<file path="src/rtl/assert_macros.svh">
// assertion macros used by the top level rtl file
`ifndef ASSERT_MACROS_SVH
`define ASSERT_MACROS_SVH
`ifndef SYNTHESIS
`define ASSERT_IMPLIES(label, clk, rst_n, ante, cons) \
    label: assert property (@(posedge clk) disable iff (!rst_n) (ante) |-> (cons)) \
        else $error("implication check failed");
`define ASSERT_NEVER(label, clk, rst_n, expr) \
    label: assert property (@(posedge clk) disable iff (!rst_n) !(expr)) \
        else $error("forbidden condition seen");
`else
`define ASSERT_IMPLIES(label, clk, rst_n, ante, cons)
`define ASSERT_NEVER(label, clk, rst_n, expr)
`endif
`endif

</file>
<file path="src/rtl/tpc_pkg.sv">
// shared constants and types for the touch pad press classifier
`timescale 1ns / 1ps
package tpc_pkg;
    localparam int RAW_BITS  = 22;
    localparam int TIME_BITS = 48;
    localparam int DUR_BITS  = 32;
    localparam int CFG_BITS  = (RAW_BITS > DUR_BITS) ? RAW_BITS : DUR_BITS;
    localparam int ADDR_BITS = 2;

    localparam logic [ADDR_BITS-1:0] REG_THRESHOLD = 2'd0;
    localparam logic [ADDR_BITS-1:0] REG_LONG_US   = 2'd1;
    localparam logic [ADDR_BITS-1:0] REG_LOCK_US   = 2'd2;

    localparam logic [DUR_BITS-1:0] LONG_US_RESET = 32'd1000000;
    localparam logic [DUR_BITS-1:0] LOCK_US_RESET = 32'd2500000;

    typedef enum logic [1:0] {
        EV_NONE  = 2'd0,
        EV_SHORT = 2'd1,
        EV_LONG  = 2'd2
    } ev_t;

    typedef struct packed {
        logic touching;
        logic above;
        ev_t  event_code;
        logic held_long;
        logic held_lock;
    } pad_stat_t;
endpackage

</file>
<file path="src/rtl/tpc_pad.sv">
// one pad: touch detect, press start time and release classification
`timescale 1ns / 1ps
module tpc_pad (
    input  logic                          clk,
    input  logic                          rst_n,
    input  logic                          advance,
    input  logic [tpc_pkg::RAW_BITS-1:0]  raw,
    input  logic [tpc_pkg::TIME_BITS-1:0] now,
    input  logic [tpc_pkg::RAW_BITS-1:0]  threshold,
    input  logic [tpc_pkg::DUR_BITS-1:0]  long_us,
    input  logic [tpc_pkg::DUR_BITS-1:0]  lock_us,
    output tpc_pkg::pad_stat_t            stat
);
    logic                          touching_reg;
    logic                          touching_next;
    logic [tpc_pkg::TIME_BITS-1:0] start_reg;
    logic [tpc_pkg::TIME_BITS-1:0] start_next;
    logic [tpc_pkg::TIME_BITS-1:0] elapsed;
    logic                          above;
    logic                          new_press;
    logic                          ge_long;
    logic                          ge_lock;

    always_comb
    begin
        above      = raw > threshold;
        new_press  = above && !touching_reg;
        // wraps modulo the timestamp width
        elapsed    = now - start_reg;
        ge_long    = elapsed >= tpc_pkg::TIME_BITS'(long_us);
        ge_lock    = elapsed >= tpc_pkg::TIME_BITS'(lock_us);
        touching_next = above;
        start_next = new_press ? now : start_reg;

        stat.touching   = above;
        stat.above      = above;
        stat.event_code = tpc_pkg::EV_NONE;
        if (!above && touching_reg)
        begin
            stat.event_code = ge_long ? tpc_pkg::EV_LONG : tpc_pkg::EV_SHORT;
        end
        // a fresh press has zero duration
        stat.held_long = new_press ? (long_us == '0) : ge_long;
        stat.held_lock = new_press ? (lock_us == '0) : ge_lock;
    end

    always_ff @(posedge clk or negedge rst_n)
    begin
        if (!rst_n)
        begin
            touching_reg <= 1'b0;
        end
        else if (advance)
        begin
            touching_reg <= touching_next;
        end
    end

    always_ff @(posedge clk)
    begin
        if (advance)
        begin
            start_reg <= start_next;
        end
    end
endmodule

</file>
<file path="src/rtl/touch_pad_press_classifier.sv">
// top level of the touch pad press classifier
// an accepted input beat passes through the input register, then the result register
// throughput: one scan per cycle while out_ready stays high, set by the input register feeding the result register
// the result register holds a finished beat while the next scan waits in the input register
// reset: asynchronous active low; clears pad touch flags, lock state and valid flags
// reset config: threshold 0, long press 1000000 us, lock hold 2500000 us
`timescale 1ns / 1ps
`include "assert_macros.svh"
module touch_pad_press_classifier (
    input  logic                          clk,
    input  logic                          rst_n,
    // configuration write port
    input  logic                          cfg_wr_en,
    input  logic [tpc_pkg::ADDR_BITS-1:0] cfg_addr,
    input  logic [tpc_pkg::CFG_BITS-1:0]  cfg_data,
    // scan input
    input  logic                          in_valid,
    output logic                          in_ready,
    input  logic [tpc_pkg::RAW_BITS-1:0]  left_raw,
    input  logic [tpc_pkg::RAW_BITS-1:0]  right_raw,
    input  logic [tpc_pkg::RAW_BITS-1:0]  middle_raw,
    input  logic [tpc_pkg::TIME_BITS-1:0] now_us,
    // result output
    output logic                          out_valid,
    input  logic                          out_ready,
    output logic [1:0]                    left_event,
    output logic [1:0]                    right_event,
    output logic [1:0]                    middle_event,
    output logic [2:0]                    touching_mask,
    output logic                          lock_on,
    output logic                          lock_toggled,
    output logic                          middle_long_held,
    output logic                          stop_animation
);
    // configuration registers
    logic [tpc_pkg::RAW_BITS-1:0] threshold_reg;
    logic [tpc_pkg::DUR_BITS-1:0] long_us_reg;
    logic [tpc_pkg::DUR_BITS-1:0] lock_us_reg;

    // input stage
    logic                          in_vld_reg;
    logic [tpc_pkg::RAW_BITS-1:0]  left_raw_reg;
    logic [tpc_pkg::RAW_BITS-1:0]  right_raw_reg;
    logic [tpc_pkg::RAW_BITS-1:0]  middle_raw_reg;
    logic [tpc_pkg::TIME_BITS-1:0] now_reg;

    // lock state
    logic lock_state_reg;
    logic lock_state_next;
    logic lock_fired_reg;
    logic lock_fired_next;
    logic chord;
    logic fire;

    // result stage
    logic       out_vld_reg;
    logic [1:0] left_ev_reg;
    logic [1:0] right_ev_reg;
    logic [1:0] middle_ev_reg;
    logic [2:0] mask_reg;
    logic       lock_on_reg;
    logic       toggled_reg;
    logic       mid_long_reg;
    logic       stop_reg;

    logic advance;
    logic in_beat;

    tpc_pkg::pad_stat_t left_stat;
    tpc_pkg::pad_stat_t right_stat;
    tpc_pkg::pad_stat_t middle_stat;

    // move the scan forward when the result register is empty or being drained
    assign advance  = in_vld_reg && (!out_vld_reg || out_ready);
    assign in_ready = !in_vld_reg || advance;
    assign in_beat  = in_valid && in_ready;

    always_ff @(posedge clk or negedge rst_n)
    begin
        if (!rst_n)
        begin
            threshold_reg <= '0;
            long_us_reg   <= tpc_pkg::LONG_US_RESET;
            lock_us_reg   <= tpc_pkg::LOCK_US_RESET;
        end
        else if (cfg_wr_en)
        begin
            case (cfg_addr)
                tpc_pkg::REG_THRESHOLD: threshold_reg <= cfg_data[tpc_pkg::RAW_BITS-1:0];
                tpc_pkg::REG_LONG_US:   long_us_reg   <= cfg_data[tpc_pkg::DUR_BITS-1:0];
                tpc_pkg::REG_LOCK_US:   lock_us_reg   <= cfg_data[tpc_pkg::DUR_BITS-1:0];
                default:                ; // unused index, write dropped
            endcase
        end
    end

    always_ff @(posedge clk or negedge rst_n)
    begin
        if (!rst_n)
        begin
            in_vld_reg <= 1'b0;
        end
        else if (in_ready)
        begin
            in_vld_reg <= in_valid;
        end
    end

    always_ff @(posedge clk)
    begin
        if (in_beat)
        begin
            left_raw_reg   <= left_raw;
            right_raw_reg  <= right_raw;
            middle_raw_reg <= middle_raw;
            now_reg        <= now_us;
        end
    end

    // per pad logic, pad state commits when the scan advances
    tpc_pad u_left (
        .clk       (clk),
        .rst_n     (rst_n),
        .advance   (advance),
        .raw       (left_raw_reg),
        .now       (now_reg),
        .threshold (threshold_reg),
        .long_us   (long_us_reg),
        .lock_us   (lock_us_reg),
        .stat      (left_stat)
    );

    tpc_pad u_right (
        .clk       (clk),
        .rst_n     (rst_n),
        .advance   (advance),
        .raw       (right_raw_reg),
        .now       (now_reg),
        .threshold (threshold_reg),
        .long_us   (long_us_reg),
        .lock_us   (lock_us_reg),
        .stat      (right_stat)
    );

    tpc_pad u_middle (
        .clk       (clk),
        .rst_n     (rst_n),
        .advance   (advance),
        .raw       (middle_raw_reg),
        .now       (now_reg),
        .threshold (threshold_reg),
        .long_us   (long_us_reg),
        .lock_us   (lock_us_reg),
        .stat      (middle_stat)
    );

    // lock toggles once per left+right hold, timed from the left press
    always_comb
    begin
        chord           = left_stat.touching && right_stat.touching && !middle_stat.touching;
        fire            = chord && !lock_fired_reg && left_stat.held_lock;
        lock_fired_next = chord && (lock_fired_reg || fire);
        lock_state_next = lock_state_reg ^ fire;
    end

    always_ff @(posedge clk or negedge rst_n)
    begin
        if (!rst_n)
        begin
            lock_state_reg <= 1'b0;
            lock_fired_reg <= 1'b0;
        end
        else if (advance)
        begin
            lock_state_reg <= lock_state_next;
            lock_fired_reg <= lock_fired_next;
        end
    end

    always_ff @(posedge clk or negedge rst_n)
    begin
        if (!rst_n)
        begin
            out_vld_reg <= 1'b0;
        end
        else if (advance)
        begin
            out_vld_reg <= 1'b1;
        end
        else if (out_ready)
        begin
            out_vld_reg <= 1'b0;
        end
    end

    always_ff @(posedge clk)
    begin
        if (advance)
        begin
            left_ev_reg   <= left_stat.event_code;
            right_ev_reg  <= right_stat.event_code;
            middle_ev_reg <= middle_stat.event_code;
            mask_reg      <= {middle_stat.touching, right_stat.touching, left_stat.touching};
            lock_on_reg   <= lock_state_next;
            toggled_reg   <= fire;
            mid_long_reg  <= middle_stat.touching && !left_stat.touching
                             && !right_stat.touching && middle_stat.held_long;
            stop_reg      <= left_stat.above || right_stat.above || middle_stat.above;
        end
    end

    assign out_valid        = out_vld_reg;
    assign left_event       = left_ev_reg;
    assign right_event      = right_ev_reg;
    assign middle_event     = middle_ev_reg;
    assign touching_mask    = mask_reg;
    assign lock_on          = lock_on_reg;
    assign lock_toggled     = toggled_reg;
    assign middle_long_held = mid_long_reg;
    assign stop_animation   = stop_reg;

    `ASSERT_IMPLIES(a_toggle_chord, clk, rst_n, out_valid && lock_toggled, touching_mask == 3'b011)
    `ASSERT_IMPLIES(a_mid_alone, clk, rst_n, out_valid && middle_long_held, touching_mask == 3'b100)
    `ASSERT_IMPLIES(a_release_clear, clk, rst_n, out_valid && (left_event != tpc_pkg::EV_NONE), !touching_mask[0])
    `ASSERT_NEVER(a_fired_off_chord, clk, rst_n, lock_fired_reg && out_valid && touching_mask != 3'b011)
endmodule

</file>
<file path="config.mk">
export PLATFORM = sky130hd
export DESIGN_NAME = touch_pad_press_classifier
export DESIGN_NICKNAME = d
export VERILOG_FILES = /design/src/rtl/tpc_pkg.sv /design/src/rtl/tpc_pad.sv /design/src/rtl/touch_pad_press_classifier.sv
export VERILOG_INCLUDE_DIRS = /design/src /design/src/rtl
export SDC_FILE = /design/constraint.sdc
export NUM_CORES = 1
export LEC_CHECK = 0
export BUFFER_PORTS_ARGS = -buffer_cell sky130_fd_sc_hd__buf_4
export CAP_MARGIN = 20
export CORE_MARGIN = 2
export CORE_UTILIZATION = 40
export DETAILED_ROUTE_END_ITERATION = 10
export GPL_ROUTABILITY_DRIVEN = 0
export SLEW_MARGIN = 5
export SYNTH_ARGS = -nofsm -noshare
export SYNTH_HDL_FRONTEND = slang
export SYNTH_SLANG_ARGS = --single-unit
</file>
<file path="constraint.sdc">
create_clock -name clk -period 5.2 [get_ports clk]
set_clock_uncertainty 0.15 [all_clocks]
set_input_delay 0.26 -clock clk [delete_from_list [all_inputs] [get_ports clk]]
set_output_delay 0.26 -clock clk [all_outputs]
set_load 0.02 [all_outputs]
</file>
==> metrics.txt <==
drt wl/cell roughly 19 µm; die width 255 µm; antenna-violating nets left 0; largest net degree at the start of global routing 76; Hold Violations, Final 0; CTS Buffer Depth 3; peak supply drop roughly 0.26 mV; final period utilization 107%; endpoints failing setup 4; synthesized area 0.0253 mm²; CTS tree built; WL final 74,700 µm; vias in the first global route 21,690; CP max stage cell a2111oi_0; share of cells above drive strength 1 21.6%; Syn Inst Count about 2,500; CTS clk-pin slew, worst paths 60 ps; crit path kind reg2reg; WP data required 5390 ps; hold slack 39.8 ps; Leakage 14.3 nW; initial antenna violation count 0; CTS Buf Count 43; DR iter-0 viols 1,945; clock period minus worst slack approximately 5600 ps; Nets 3,524; Cells after DPL about 3,700; Antenna Diode Count 0; drt drc 0; Port Buffers 167; GRT Util Overall 22.3%; HP Class in2async; Seq/Total Area, Yosys between 40% and 50%; worst path bufs/invs 1; status finished, violations left; Synthesized Nets 3,002; final non-filler cell total 3,914; failing checks setup timing; commonest non-fill, non-tap cells in the layout buf_4, ha_1, edfxtp_1, inv_1, a21oi_1; area delta synth->final 28.8%; remaining global-route overflow 0; RSZ-0062 raised after global routing yes; CP dominant cell by count o21ai_0; H-tree Lvls 2; Synth area leader edfxtp_1; initial core utilization 40.3%; Max Freq 179 MHz; number of placed I/O pins 168; CP top delay family compound AO/OA/AOI/OAI gates; # rows slightly above 90; Initial DRT Pass Iterations 5; share of flip-flops with an asynchronous set or reset ~26%; CTS Root Cell clkbuf_16; Syn. warnings 0; first-pass GRT wire length 117,000 µm; slew margin rel. 32.0%; Die Area roughly 0.065 mm²; Post-synth EDFFs 271; ys flop type edfxtp_1; Mapped Avg Cell Area just over 10 µm²; most common cell after layout, fill and taps aside buf_4; Area contributors post-synth edfxtp_1, ha_1, dfrtp_1, a21oi_1, inv_1; FF+latch count, synth 364; clock latency on the worst-skew pair ~610 ps; critical path, cell by cell ha_1 > a2111oi_0 > o31ai_1 > o21ai_0 > o21ai_0 > buf_4 > a31o_2 > a21oi_1 > xnor2_1 > ha_1 > o21bai_1 > a221o_1 > a2111oi_0 > o21ai_0 > nand4b_1 > a311oi_2 > nand4_1 > o41ai_2 > a2111oi_2; crit-path max FO 4; CP startpoint kind flip-flop; Worst Tran Pin Value 1020 ps; crit path DAT 5780 ps; core area 0.0627 mm²; Yosys top cell area share 32.2%; Max-cap violations 0; distinct cell type count after synthesis 85; Clock Sinks 364; Cell Pwr Density 343 mW/mm²; Final WS setup -389 ps; critical path's largest stage delay 570 ps; vias post-DR 21,628; chip height 255 µm; CP endpoint kind flip-flop; Slew Viols, Final 0; Vias/cell 5.53; detailed placement HPWL 56,800 µm
## what timing repair did
item	4_1_cts	5_1_grt
cloned	0	0
setup buffers	10	22
hold buffers	151	0
endpoints found under the setup margin	9	11
gates resized for setup	44	86
pin swaps	46	86
endpoints found under the hold margin	229	0
## per-layer routing
| layer | share of wire, % | vias up | global-route usage, % | routed length, µm |
|---|---|---|---|---|
| met1 | 46 | 10453 | 30.7 | 34400 |
| li1 | - | 10359 | - | - |
| met2 | 46 | 662 | 36.6 | 34300 |
| met5 | 0 | - | 0 | 0 |
| met4 | 3.2 | 0 | 7.42 | 2370 |
| met3 | 4.9 | 154 | 2.28 | 3650 |
## synth_stat cells (all sizes together) (7+ instances only)
library cell and n:
and4 7, nor2 122, buf 10, a31oi 14
o211ai 23, dfstp 15, xor2 52, a21oi 213
edfxtp 271, nand4 73, nand2 165, nand3 42
a221oi 7, ha 335, clkbuf 52, a211oi 28
and3 14, dfrtp 78, inv 268, o21ai 154
o21bai 23, xnor2 59, mux2 69, a41oi 7
o21a 28, a2111oi 14, nor2b 20, nor3 40
o221ai 9, o31ai 11, and2 14, a21o 104
nor4 31, a211o 7, or3 12, nand2b 24
## area by class of cell
| cell class | instances | area (µm²) |
|---|---|---|
| fill | 5482 | 30200 |
| timing repair buffer | 539 | 4450 |
| clock buffer | 59 | 1200 |
| clock inverter | 21 | 272 |
| sequential | 364 | 10500 |
| inverter | 268 | 1010 |
| multi-input combinational | 1817 | 14100 |
| tap | 846 | 1060 |
## per-stage QoR
step	worst slack [ps]	area [µm²]	TNS (ps)	total power, mW	util [%]
floorplan	6.41	25300	0	6.25	-
global placement	-348	28800	-1480	7.50	45.9
detailed placement	-501	28800	-2160	7.62	45.9
CTS	-246	32000	-836	11.0	51.0
global route	-453	32600	-2150	11.8	51.9
finish	-389	32600	-1150	11.2	51.9
## report_power, final
group	total (mW)	internal (mW)	switching, mW
clock network	3.16	1.84	1.32
logic	4.25	1.90	2.35
registers	3.75	3.53	0.216
## worst reg2reg max path: cells and delay by family (launching register included)
kind / cells / cell delay, ps
compound gates: 13 / 3410
simple gates: 2 / 550
flops: 1 / 500
fa+ha+maj: 2 / 470
buf+inv: 1 / 200
xor+xnor: 1 / 90
## final timing paths
path / startpoint / to / slack (ps) / cells after the start
worst max register to register: now_reg[7] / middle_long_held / -390 / 19
worst min-delay path: rst_n / long_us_reg[9] / 40 / 2
worst min register to register: lock_state_reg / lock_state_reg / 340 / 1
min in group clk: cfg_addr[1] / threshold_reg[14] / 90 / 5
max in group asynchronous: rst_n / threshold_reg[2] / 3900 / 4
worst max-delay path: now_reg[7] / middle_long_held / -390 / 19
## kinds of logic (layout without fill, tap and decap cells)
| kind of cell | count (synthesis) | in the layout | share of synthesized area (%) |
|---|---|---|---|
| compound gates | 701 | 701 | 17.7 |
| simple gates | 594 | 594 | 11.8 |
| flops | 364 | 364 | 41.5 |
| fa+ha+maj | 338 | 338 | 16.8 |
| buf+inv | 330 | 887 | 5.09 |
| xor+xnor | 111 | 111 | 3.85 |
| mux | 73 | 73 | 3.23 |
(Power assumes the default switching activity.)
